==> src/mrfe_pkg.sv <==
`default_nettype none

package mrfe_pkg;

  // buffer geometry
  localparam int BUF_DEPTH = 256;
  localparam int ADDR_W    = $clog2(BUF_DEPTH);
  localparam int CNT_W     = $clog2(BUF_DEPTH + 1);

  // field widths fixed by the frame format
  localparam int LEN_W = 9;
  localparam int LEN_MAX = 511;

  // crc-16, reflected polynomial
  localparam logic [15:0] CRC_INIT = 16'hFFFF;
  localparam logic [15:0] CRC_POLY = 16'hA001;

  localparam logic [7:0] GAP_RESET = 8'd6;
  localparam logic [7:0] READ_FILL = 8'hFF;

  // input opcodes
  typedef enum logic [2:0] {
    OP_RX   = 3'd0,
    OP_TICK = 3'd1,
    OP_TXC  = 3'd2,
    OP_TX   = 3'd3,
    OP_READ = 3'd4
  } op_t;

  // result kinds
  localparam logic [1:0] KIND_TICK = 2'd0;
  localparam logic [1:0] KIND_READ = 2'd1;
  localparam logic [1:0] KIND_TX   = 2'd2;

  // frame status codes
  localparam logic [1:0] ST_NONE = 2'd0;
  localparam logic [1:0] ST_GOOD = 2'd1;
  localparam logic [1:0] ST_BAD  = 2'd2;

  typedef struct packed {
    logic [2:0] opcode;
    logic [7:0] data;
    logic [7:0] index;
    logic       last;
  } in_t;

  typedef struct packed {
    logic [1:0]       kind;
    logic [1:0]       status;
    logic [LEN_W-1:0] length;
    logic [7:0]       byte_out;
    logic             end_of_run;
  } out_t;

  // decoded entry held between front and back
  typedef struct packed {
    op_t        op;
    logic [7:0] data;
    logic [7:0] index;
    logic       last;
  } q_item_t;

  typedef struct packed {
    logic    valid;
    q_item_t item;
  } q_head_t;

  // one byte through the crc register, lsb first
  function automatic logic [15:0] crc_byte(input logic [15:0] crc, input logic [7:0] b);
    logic [15:0] c;
    c = crc ^ {8'h00, b};
    for (int k = 0; k < 8; k++) begin
      c = c[0] ? ((c >> 1) ^ CRC_POLY) : (c >> 1);
    end
    return c;
  endfunction

endpackage

`default_nettype wire

==> src/mrfe_ram.sv <==
`default_nettype none

module mrfe_ram #(
  parameter int WIDTH = 8,
  parameter int DEPTH = 256
) (
  input  wire logic                     clk,
  input  wire logic                     we,
  input  wire logic [$clog2(DEPTH)-1:0] waddr,
  input  wire logic [WIDTH-1:0]         wdata,
  input  wire logic                     re,
  input  wire logic [$clog2(DEPTH)-1:0] raddr,
  output logic      [WIDTH-1:0]         rdata
);

  logic [WIDTH-1:0] mem [DEPTH];

  // registered read, old data on a same-address write
  always_ff @(posedge clk) begin
    if (re) begin
      rdata <= mem[raddr];
    end
    if (we) begin
      mem[waddr] <= wdata;
    end
  end

endmodule

`default_nettype wire

==> src/mrfe_front.sv <==
`default_nettype none

module mrfe_front (
  input  wire logic             clk,
  input  wire logic             rst,
  input  wire logic             in_valid,
  output logic                  in_ready,
  input  wire mrfe_pkg::in_t    in_item,
  output mrfe_pkg::q_head_t     head,
  input  wire logic             pop
);

  import mrfe_pkg::*;

  q_item_t    slot [2];
  logic       wr_ptr;
  logic       rd_ptr;
  logic [1:0] count;
  logic       accept;
  logic       known;
  logic       push;
  logic       do_pop;
  q_item_t    dec;

  assign in_ready = (count != 2'd2);
  assign accept   = in_valid && in_ready;

  // classify: unknown opcodes are taken and dropped here
  assign known    = (in_item.opcode <= 3'(OP_READ));
  assign push     = accept && known;
  assign do_pop   = pop && (count != 2'd0);

  always_comb begin
    dec.op    = op_t'(in_item.opcode);
    dec.data  = in_item.data;
    dec.index = in_item.index;
    dec.last  = in_item.last;
  end

  // two-entry queue towards the back end
  always_ff @(posedge clk) begin
    if (rst) begin
      wr_ptr <= 1'b0;
      rd_ptr <= 1'b0;
      count  <= 2'd0;
    end else begin
      if (push) begin
        wr_ptr <= ~wr_ptr;
      end
      if (do_pop) begin
        rd_ptr <= ~rd_ptr;
      end
      unique case ({push, do_pop})
        2'b10:   count <= count + 2'd1;
        2'b01:   count <= count - 2'd1;
        default: count <= count;
      endcase
    end
  end

  always_ff @(posedge clk) begin
    if (push) begin
      slot[wr_ptr] <= dec;
    end
  end

  assign head.valid = (count != 2'd0);
  assign head.item  = slot[rd_ptr];

endmodule

`default_nettype wire

==> src/mrfe_exec.sv <==
`default_nettype none

module mrfe_exec (
  input  wire logic              clk,
  input  wire logic              rst,
  input  wire mrfe_pkg::q_head_t head,
  output logic                   pop,
  input  wire logic              cfg_we,
  input  wire logic [7:0]        cfg_data,
  output logic                   out_valid,
  input  wire logic              out_ready,
  output mrfe_pkg::out_t         out_item
);

  import mrfe_pkg::*;

  // transmit sequencing: payload byte, then crc low, then crc high
  typedef enum logic [1:0] {
    PH_DATA,
    PH_LOW,
    PH_HIGH
  } tx_phase_t;

  // architectural state
  logic [CNT_W-1:0] rx_count, rx_count_next;
  logic             timer_running, timer_running_next;
  logic [7:0]       gap_count, gap_count_next;
  logic [15:0]      rx_crc, rx_crc_next;
  logic [15:0]      tx_crc, tx_crc_next;
  tx_phase_t        tx_phase, tx_phase_next;
  logic [7:0]       gap_ticks;

  // result stage and output register
  logic  p_valid;
  out_t  p_item;
  logic  p_read;
  logic  p_in_range;
  logic  p_free;
  logic  o_load;
  logic  x_fire;
  out_t  o_item;

  out_t  res;
  logic  res_valid;
  logic  res_read;
  logic  res_in_range;

  // buffer port
  logic              ram_we;
  logic [ADDR_W-1:0] ram_waddr;
  logic [7:0]        ram_wdata;
  logic              ram_re;
  logic [ADDR_W-1:0] ram_raddr;
  logic [7:0]        ram_rdata;

  q_item_t it;
  logic    idx_ok;

  assign it     = head.item;
  assign o_load = p_valid && (!out_valid || out_ready);
  assign p_free = !p_valid || o_load;
  assign x_fire = head.valid && p_free;
  assign idx_ok = (32'(it.index) < BUF_DEPTH);

  mrfe_ram #(
    .WIDTH (8),
    .DEPTH (BUF_DEPTH)
  ) u_buf (
    .clk   (clk),
    .we    (ram_we),
    .waddr (ram_waddr),
    .wdata (ram_wdata),
    .re    (ram_re),
    .raddr (ram_raddr),
    .rdata (ram_rdata)
  );

  // execute the head transaction
  always_comb begin
    rx_count_next      = rx_count;
    timer_running_next = timer_running;
    gap_count_next     = gap_count;
    rx_crc_next        = rx_crc;
    tx_crc_next        = tx_crc;
    tx_phase_next      = tx_phase;
    ram_we             = 1'b0;
    ram_waddr          = '0;
    ram_wdata          = '0;
    ram_re             = 1'b0;
    ram_raddr          = '0;
    res                = '0;
    res_valid          = 1'b0;
    res_read           = 1'b0;
    res_in_range       = 1'b0;
    pop                = 1'b0;
    if (x_fire) begin
      unique case (it.op)
        OP_RX: begin
          pop                = 1'b1;
          gap_count_next     = '0;
          timer_running_next = 1'b1;
          if (rx_count < CNT_W'(BUF_DEPTH)) begin
            ram_we        = 1'b1;
            ram_waddr     = rx_count[ADDR_W-1:0];
            ram_wdata     = it.data;
            rx_count_next = rx_count + CNT_W'(1);
            rx_crc_next   = crc_byte(rx_crc, it.data);
          end else begin
            // overflow: drop the byte and restart reception
            rx_count_next      = '0;
            timer_running_next = 1'b0;
            rx_crc_next        = CRC_INIT;
          end
        end
        OP_TICK: begin
          pop       = 1'b1;
          res_valid = 1'b1;
          res.kind  = KIND_TICK;
          if (timer_running) begin
            if (gap_count >= gap_ticks) begin
              // gap reached: close the frame
              res.status         = (rx_crc == 16'h0000) ? ST_GOOD : ST_BAD;
              res.length         = (32'(rx_count) > LEN_MAX) ? LEN_W'(LEN_MAX)
                                                             : LEN_W'(rx_count);
              rx_count_next      = '0;
              gap_count_next     = '0;
              timer_running_next = 1'b0;
              rx_crc_next        = CRC_INIT;
            end else begin
              gap_count_next = gap_count + 8'd1;
            end
          end else begin
            gap_count_next = '0;
          end
        end
        OP_TXC: begin
          pop                = 1'b1;
          rx_count_next      = '0;
          gap_count_next     = '0;
          timer_running_next = 1'b0;
          rx_crc_next        = CRC_INIT;
        end
        OP_TX: begin
          res_valid = 1'b1;
          res.kind  = KIND_TX;
          unique case (tx_phase)
            PH_DATA: begin
              res.byte_out = it.data;
              tx_crc_next  = crc_byte(tx_crc, it.data);
              if (it.last) begin
                tx_phase_next = PH_LOW;
              end else begin
                pop = 1'b1;
              end
            end
            PH_LOW: begin
              res.byte_out  = tx_crc[7:0];
              tx_phase_next = PH_HIGH;
            end
            PH_HIGH: begin
              res.byte_out   = tx_crc[15:8];
              res.end_of_run = 1'b1;
              tx_crc_next    = CRC_INIT;
              tx_phase_next  = PH_DATA;
              pop            = 1'b1;
            end
            default: begin
              tx_phase_next = PH_DATA;
            end
          endcase
        end
        OP_READ: begin
          pop          = 1'b1;
          res_valid    = 1'b1;
          res.kind     = KIND_READ;
          res_read     = 1'b1;
          res_in_range = idx_ok;
          if (idx_ok) begin
            // read old value, leave the fill byte behind
            ram_re    = 1'b1;
            ram_raddr = ADDR_W'(it.index);
            ram_we    = 1'b1;
            ram_waddr = ADDR_W'(it.index);
            ram_wdata = READ_FILL;
          end
        end
        default: begin
          pop = 1'b1;
        end
      endcase
    end
  end

  // read data joins the result on its way to the output register
  always_comb begin
    o_item = p_item;
    if (p_read) begin
      o_item.byte_out = p_in_range ? ram_rdata : 8'h00;
    end
  end

  // state, result stage and output register
  always_ff @(posedge clk) begin
    if (rst) begin
      rx_count      <= '0;
      timer_running <= 1'b0;
      gap_count     <= '0;
      rx_crc        <= CRC_INIT;
      tx_crc        <= CRC_INIT;
      tx_phase      <= PH_DATA;
      gap_ticks     <= GAP_RESET;
      p_valid       <= 1'b0;
      out_valid     <= 1'b0;
    end else begin
      rx_count      <= rx_count_next;
      timer_running <= timer_running_next;
      gap_count     <= gap_count_next;
      rx_crc        <= rx_crc_next;
      tx_crc        <= tx_crc_next;
      tx_phase      <= tx_phase_next;
      if (cfg_we) begin
        gap_ticks <= cfg_data;
      end
      if (p_free) begin
        p_valid <= res_valid;
      end
      if (o_load) begin
        out_valid <= 1'b1;
      end else if (out_ready) begin
        out_valid <= 1'b0;
      end
    end
  end

  // payload registers
  always_ff @(posedge clk) begin
    if (p_free && res_valid) begin
      p_item     <= res;
      p_read     <= res_read;
      p_in_range <= res_in_range;
    end
    if (o_load) begin
      out_item <= o_item;
    end
  end

`ifndef ASSERT_OFF
  a_count_bound: assert property (@(posedge clk) disable iff (rst)
    rx_count <= CNT_W'(BUF_DEPTH))
    else $error("receive count beyond buffer depth");

  a_idle_timer: assert property (@(posedge clk) disable iff (rst)
    !timer_running |-> gap_count == 8'd0)
    else $error("silence counted with timer stopped");

  a_crc_phase: assert property (@(posedge clk) disable iff (rst)
    tx_phase != PH_DATA |-> head.valid && head.item.op == OP_TX && head.item.last)
    else $error("crc append without a final transmit byte at the head");

  a_stall_hold: assert property (@(posedge clk) disable iff (rst)
    p_valid && !p_free |-> !ram_we ##1 p_valid)
    else $error("result stage lost or buffer touched while stalled");
`endif

endmodule

`default_nettype wire

==> src/modbus_rtu_frame_engine.sv <==
// a result passes the result stage and then the output register after its transaction is taken
// throughput: one transaction per cycle while the output is not stalled; the back end emits one
//   result a cycle, so a final transmit byte holds the queue head for byte, crc low and crc high
// reset: synchronous, active high; clears counts, timer, both crcs and gap_ticks (to 6)
// the frame buffer is a ram with no reset and no clearing pass
`default_nettype none

module modbus_rtu_frame_engine (
  input  wire logic           clk,
  input  wire logic           rst,
  input  wire logic           in_valid,
  output logic                in_ready,
  input  wire mrfe_pkg::in_t  in_item,
  output logic                out_valid,
  input  wire logic           out_ready,
  output mrfe_pkg::out_t      out_item,
  input  wire logic           cfg_we,
  input  wire logic [7:0]     cfg_data
);

  import mrfe_pkg::*;

  q_head_t head;
  logic    pop;

  // accept and classify, queue two deep
  mrfe_front u_front (
    .clk      (clk),
    .rst      (rst),
    .in_valid (in_valid),
    .in_ready (in_ready),
    .in_item  (in_item),
    .head     (head),
    .pop      (pop)
  );

  // execute against receive/transmit state and the frame buffer
  mrfe_exec u_exec (
    .clk       (clk),
    .rst       (rst),
    .head      (head),
    .pop       (pop),
    .cfg_we    (cfg_we),
    .cfg_data  (cfg_data),
    .out_valid (out_valid),
    .out_ready (out_ready),
    .out_item  (out_item)
  );

endmodule

`default_nettype wire
==> config.mk <==
export PLATFORM = sky130hd
export DESIGN_NAME = modbus_rtu_frame_engine
export DESIGN_NICKNAME = d
export VERILOG_FILES = /design/src/mrfe_pkg.sv /design/src/mrfe_ram.sv /design/src/mrfe_front.sv /design/src/mrfe_exec.sv /design/src/modbus_rtu_frame_engine.sv
export SDC_FILE = /design/constraint.sdc
export NUM_CORES = 2
export LEC_CHECK = 0
export ABC_CLOCK_PERIOD_IN_PS = 11600
export BUFFER_PORTS_ARGS = -buffer_cell sky130_fd_sc_hd__buf_4
export CORE_ASPECT_RATIO = 0.75
export CORE_MARGIN = 2
export CORE_UTILIZATION = 37
export DETAILED_ROUTE_END_ITERATION = 16
export HOLD_SLACK_MARGIN = 0.06
export MAX_ROUTING_LAYER = met4
export PLACE_DENSITY_LB_ADDON = 0.25
export SYNTH_ARGS = -nofsm -noshare
export SYNTH_HDL_FRONTEND = slang
export SYNTH_SLANG_ARGS = --single-unit
==> constraint.sdc <==
create_clock -name clk -period 11.6 [get_ports clk]
set_input_delay 1.16 -clock clk [delete_from_list [all_inputs] [get_ports clk]]
set_output_delay 1.16 -clock clk [all_outputs]
set_load 0.01 [all_outputs]
# [After elaboration in Yosys (flattened, before gate mapping)]
# Memory sizes are Yosys's and may differ from the RTL's. A register that Yosys moved wholly into a read port is not among the register bits.
# Index checks and enable logic that the tools add are counted.
[word_totals] register_bits=111 latch_bits=0 mem_bits_rw=2088 romBits=0 inputBits=33 out_inout_bits=24 elab_cells=158 mem_count=2
[op_classes] addsub=4 n_mul=0 n_div=0 magnitude_cmp=3 eq_ne=12 n_shift=0 n_mux=66 bitwise_logic=20 reduce_logical=28
[mem_list] name="u_exec.u_buf.mem" depth=256 word_bits=8 rd=1 rd_clocked_by_memory_dff=1 wr=1 line_no="mrfe_ram.sv:16" source="logic [WIDTH-1:0] mem [DEPTH];"
[mem_list] name="u_front.slot" depth=2 word_bits=20 rd=1 rd_clocked_by_memory_dff=1 wr=1 line_no="mrfe_front.sv:15" source="q_item_t slot [2];"
[op_table] cell="$mux 16" count=19
[op_table] cell="$mux 8" count=9
[op_table] cell="$not 2->3" count=16
[op_table] cell="$pmux 16 s3" count=1
[op_table] cell="$pmux 8 s2" count=3
[op_table] cell="$pmux 16 s2" count=1
[op_table] cell="$xor 16x8->16" count=2
[op_table] cell="$mux 9" count=3
[op_table] cell="$pmux 9 s3" count=1
[op_table] cell="$pmux 8 s3" count=1
[op_table] cell="$mux 1" count=20
[op_table] cell="$logic_not 16->1" count=1
[op_table] cell="$pmux 2 s2" count=3
[op_table] cell="$reduce_bool 2->1" count=5
[op_table] cell="$add 9x1->9 const B" count=1
[op_table] cell="$lt 9x9->1 const B" count=1
[op_table] cell="$add 8x1->8 const B" count=1
[op_table] cell="$ge 8x8->1" count=1
[op_table] cell="$reduce_and 4->1" count=2
[op_table] cell="$eq 3x2->1 const B" count=2
[op_table] cell="$logic_and 1x1->1" count=6
[op_table] cell="$ne 2x1->1 const B" count=3
[op_table] cell="$reduce_and 2->1" count=3
[op_table] cell="$reduce_and 3->1" count=2
[op_table] cell="other kinds (19)" count=26

# [Longest topological paths before layout]
[logic_depth] depth_word=19 ltp_mapped=15 ltp_nobuf=11

# [By module]
# A second synthesis with hierarchy kept.
[hier_totals] hier_cells=4378 area_unflattened_um2=86668.1
[by_module_without_submodules] module="mrfe_ram" n_inst=1 cells_per_inst=3733 area_each_um2=79636.4 seq_area_each_um2=61739.2
[by_module_without_submodules] module="mrfe_exec" n_inst=1 cells_per_inst=557 area_each_um2=5363.9 seq_area_each_um2=2592.5
[by_module_without_submodules] module="mrfe_front" n_inst=1 cells_per_inst=88 area_each_um2=1667.8 seq_area_each_um2=1301.2

# [Worst setup path before layout]
# OpenSTA, ideal clock, no wires.
[synth_timing] path_kind="input to register" start="input out_ready" end="memory u_exec.u_buf.mem[0][5] (data pin)" setup_ns=1.577 t_arrival_ns=9.351 t_required_ns=10.023 setup_slack_ns=0.672 path_stages=8 n_path_buf=4 cell_sequence="and3b_1 > a211oi_4 > buf_2 > buf_2 > buf_4 > buf_2 > nand2_1 > a21oi_1"
[synth_between] elab_chain_len=5
[synth_rtl] item="start: declaration" line_no="modbus_rtu_frame_engine.sv:15" source="input wire logic out_ready,"
[synth_rtl] item="$logic_or 1x1->1" line_no="mrfe_exec.sv:60" source="assign o_load = p_valid && (!out_valid || out_ready);"
[synth_rtl] item="$logic_and 1x1->1" line_no="mrfe_exec.sv:60"
[synth_rtl] item="$logic_or 1x1->1" line_no="mrfe_exec.sv:61" source="assign p_free = !p_valid || o_load;"
[synth_rtl] item="$logic_and 1x1->1" line_no="mrfe_exec.sv:62" source="assign x_fire = head.valid && p_free;"
[synth_rtl] item="$mux 8" line_no="mrfe_exec.sv:96" source="if (x_fire) begin"
[synth_rtl] item="named net u_exec.ram_wdata[5]" line_no="mrfe_exec.sv:51" source="logic [7:0] ram_wdata;"
[synth_rtl] item="end: declaration" line_no="mrfe_ram.sv:16"
# The timed path passes the listed nets, and every way through them passes these cells.

==> results by group <==
Pwr
  • Internal Power: 0.0134 W
  • Sw frac: 28.6%
  • Logic pwr share: 15.6%
  • Reg power frac: 49.0%
  • Net switching power: about 0.0054 W
  • Pwr Total: around 0.019 W
  • Leak: 31.6 nW
  • Maximum VDD drop: 186 uV
  • Pwr/cell area: 190 mW/mm^2
  • Clock power share: a little over a third

Worst hold path
  • Worst min path class: reg -> reg

Floorplanning
  • Die X: roughly 570 um
  • Core ar.: 0.237 mm^2
  • # rows: roughly 160
  • I/O Pins: 57
  • Chip Height: 426 um
  • Die Area: 0.242 mm^2
  • Initial core utilization: 37.1%

Synthesis
  • Syn_area_per_cell: approximately 14 um^2
  • Number of register bits inferred by synthesis: about 2200
  • Post-synth top area share: 73.0%
  • Adder-Cell Fraction of Synth Area: 0.156%
  • Cell taking the most area after synthesis: edfxtp_1
  • Synth Flop Type: edfxtp_1
  • Post-Synth Simple-Gate Area: a little under a tenth
  • Async set or reset register ratio after synthesis: 0%
  • Mapped Nets: about 6300
  • Mapped cell area: 0.0881 mm^2
  • Main combinational cell family by area after synthesis: compound AO/OA/AOI/OAI gates
  • Post-synth cell types: 84
  • XOR/XNOR share of the synthesized area: less than 1%
  • Seq/Total Area, Yosys: between 70% and 80%
  • EDFF count, synth: approximately 2100
  • Syn Inst Count: between 6000 and 7000
  • Top post-synthesis cells by area: edfxtp_1, nand2_1, nor2_1, o21ai_0, a21oi_1
  • Number of synthesis warnings: 0
  • Mux contribution to synthesized area: 1.83%
  • Compound-cell area share of the yosys netlist: roughly 11%

Timing
  • Fin worst setup slack: roughly 5.2 ns
  • Max-slew headroom: 0.285%
  • Hold Vio Cnt, Final: 0
  • Setup_tns: 0 ns
  • Clock skew: approximately 0.044 ns
  • Endpoints failing setup: 0
  • Worst-margin pin slew: between 1 and 1.5 ns
  • Slew Limit Fails: 0
  • Fmax achieved: about 160 MHz
  • Min cycle time layout: 6.39 ns
  • Worst Hold Slack: approximately 0.42 ns
  • RSZ-0062 raised after global routing: no
  • Tcrit/Tclk final: 55.0%

Detailed routing
  • Routed len/inst: ~32 um
  • TritonRoute pass-1 iters: 9
  • Drt via density: 6.12
  • Antenna viol nets, final: 0
  • Wirelength, routed: between 300000 and 400000 um
  • Via Count: just under 60000
  • Iter 0 DRT Violations: ~9300
  • Drt drc: 0

Global route
  • Met2 Track Usage GR: roughly a third
  • All-Layer GR Usage: 25.3%
  • First-pass GRT wire length: about 430000 um
  • Busiest grt layer: met1
  • GR Layer Usage met3: 7.04%
  • Via count of the first global-routing pass: between 50000 and 60000
  • Largest net degree at the start of global routing: roughly 220
  • Grt total ovfl: 0
  • Initial antenna violation count: 18
  • Met1 usage: between 30% and 40%

Clocking
  • CTS tree: yes
  • Clock sink total: 2208
  • CTS max path bufs: 4
  • Worst skew pair latency: between 0.8 and 0.9 ns
  • # hold bufs at CTS: 0
  • CTS buffer count: 210
  • Total setup buffers inserted after CTS: 0
  • Clock transition at path regs: 0.06 ns
  • CTS-repair resized insts: 0
  • # H-tree levels: 4
  • Clock root cell: clkbuf_16

Setup path
  • Crit path capture type: register
  • WP data required: about 12 ns
  • Most used cell, CP: buf_4
  • Worst-path cell chain: buf_4 > or3b_1 > a211oi_4 > buf_4 > buf_4 > nand2_1 > inv_2 > and3_1 > nand3_1 > a21oi_1 > o22ai_1 > nand4_1 > nor4bb_1
  • CP max stage delay: 1.06 ns
  • CP Class: reg -> reg
  • Crit start category: register
  • Arr. time, crit path: 7.08 ns
  • Critical-path maximum fanout: between 40 and 50
  • Crit-path slowest cell: and3_1

Placed design
  • GP Congestion: roughly 0.91
  • Cells after DPL: ~9000
  • Dpl ws: about 5.2 ns
  • DP HPWL: roughly 180000 um
  • I/O Buffers: 56

Layout
  • Share of cells above drive strength 1: 9.23%
  • Fin cells: 9517
  • Fin nets: approximately 6300
  • Area Overhead vs Synth: 11.6%

Status
  • Failing checks: max-capacitance violations
  • Outcome: finished, violations left

Flow run
  • Max-cap violation count: 2
[cell usage in the layout (no fill, tap or decap), types with 12 or more instances in the layout]
master,count
dfxtp_1,66
a32oi_1,25
a21oi_1,258
a31oi_1,176
nor4_1,23
mux2_2,32
o221ai_1,134
o2111ai_1,20
a22oi_1,31
edfxtp_1,2141
a211oi_1,83
o21ai_0,270
clkbuf_16,215
nor3_1,150
and2_1,12
mux2i_1,105
o211ai_1,123
clkinv_1,54
o32ai_1,27
or3_1,19
buf_12,21
buf_4,180
nand2_1,781
a211o_1,16
inv_1,21
o22ai_1,202
nand3_1,227
xor2_1,19
xnor2_1,42
clkinv_2,32
and3_1,97
clkbuf_1,43
a311oi_1,14
nor2_1,471
[synth_stat cells, drive strengths merged, types with 22 or more instances]
cell type / n
a22oi: 32
mux2: 32
nand2: 792
o21ai: 276
inv: 22
o211ai: 124
o221ai: 134
a31oi: 177
nor2: 482
nand3: 228
dfxtp: 67
nor3: 155
buf: 268
a211oi: 84
mux2i: 105
xnor2: 42
a21oi: 271
nor4: 26
and3: 97
o32ai: 27
a32oi: 25
clkbuf: 195
edfxtp: 2141
o22ai: 203
[power by group through the flow]
stage,clock network [W],logic [W],registers [W]
after detailed placement,0,0.00284,0.00935
after CTS,0.00666,0.00284,0.00918
after global placement,0,0.00283,0.00935
after global routing,0.00698,0.00302,0.00919
final,0.00663,0.00292,0.00918
after floorplan,0,0.00152,0.00949
[per-layer routing]
metal | vias to the layer above | share of wire, %
met5 | - | 0
met4 | 0 | 3.1
met3 | 520 | 13
met2 | 3790 | 42
met1 | 29736 | 42
li1 | 24201 | -
[cells by family (layout without fill, tap and decap cells)]
kind of cell             after synthesis  after routing
flip-flops                          2208           2208
AND/OR/NAND/NOR                     1856           1856
AO/OA/AOI/OAI                       1501           1501
buffers and inverters                485            587
multiplexers                         146            146
XOR/XNOR                              61             61
adder cells (fa/ha/maj)               11             11
other                                  0              7
[through the flow]
stage / util [%] / instance area [um^2]
CTS: 41.4 / 98300
floorplan: - / 88100
finish: 41.4 / 98300
global route: 41.4 / 98300
detailed placement: 38.8 / 92000
global placement: 38.8 / 91900
[critical path: cells and delay by family (launching register included)]
family	cells	cell delay, ns
DFF	1	0.31
buffers and inverters	4	2.01
AOI/OAI and AO/OA	3	1.21
and+or+nand+nor	6	2.63
[state kept, by name, summed over array words and instances (netlist names), 2 cells and up, named ones only]
name	count
u_exec.tx_phase	2
u_front.slot	40
u_exec.out_item	22
u_exec.u_buf.rdata	8
u_front.count	2
u_exec.rx_crc	16
u_exec.gap_ticks	8
u_exec.rx_count	9
u_exec.u_buf.mem	2048
u_exec.o_item	14
u_exec.gap_count	8
u_exec.tx_crc	16
u_exec.p_item	8
[area by class of cell]
cell class | instances | area, um^2
antenna | 7 | 17.5
tap | 3140 | 3930
sequential | 2208 | 65600
timing repair buffer | 202 | 1780
fill | 21651 | 139000
multi-input combinational | 3575 | 20500
clock inverter | 104 | 766
inverter | 22 | 82.6
clock buffer | 259 | 5560
[path summary, 6_finish.rpt]
path                                                 startpoint                              end  slack (ns)  cells after the start
worst max register to register                         register  u_exec.u_buf.rdata[5]$_DFFE_PP_        5.21                     13
worst min register to register  u_exec.o_item[12]$_SDFFCE_PN0P_    u_exec.out_item[12]$_DFFE_PP_        0.42                      0
worst max-delay path                                   register  u_exec.u_buf.rdata[5]$_DFFE_PP_        5.21                     13
worst min-delay path            u_exec.o_item[12]$_SDFFCE_PN0P_    u_exec.out_item[12]$_DFFE_PP_        0.42                      0
Note: power is estimated with default switching activity, not from simulation.
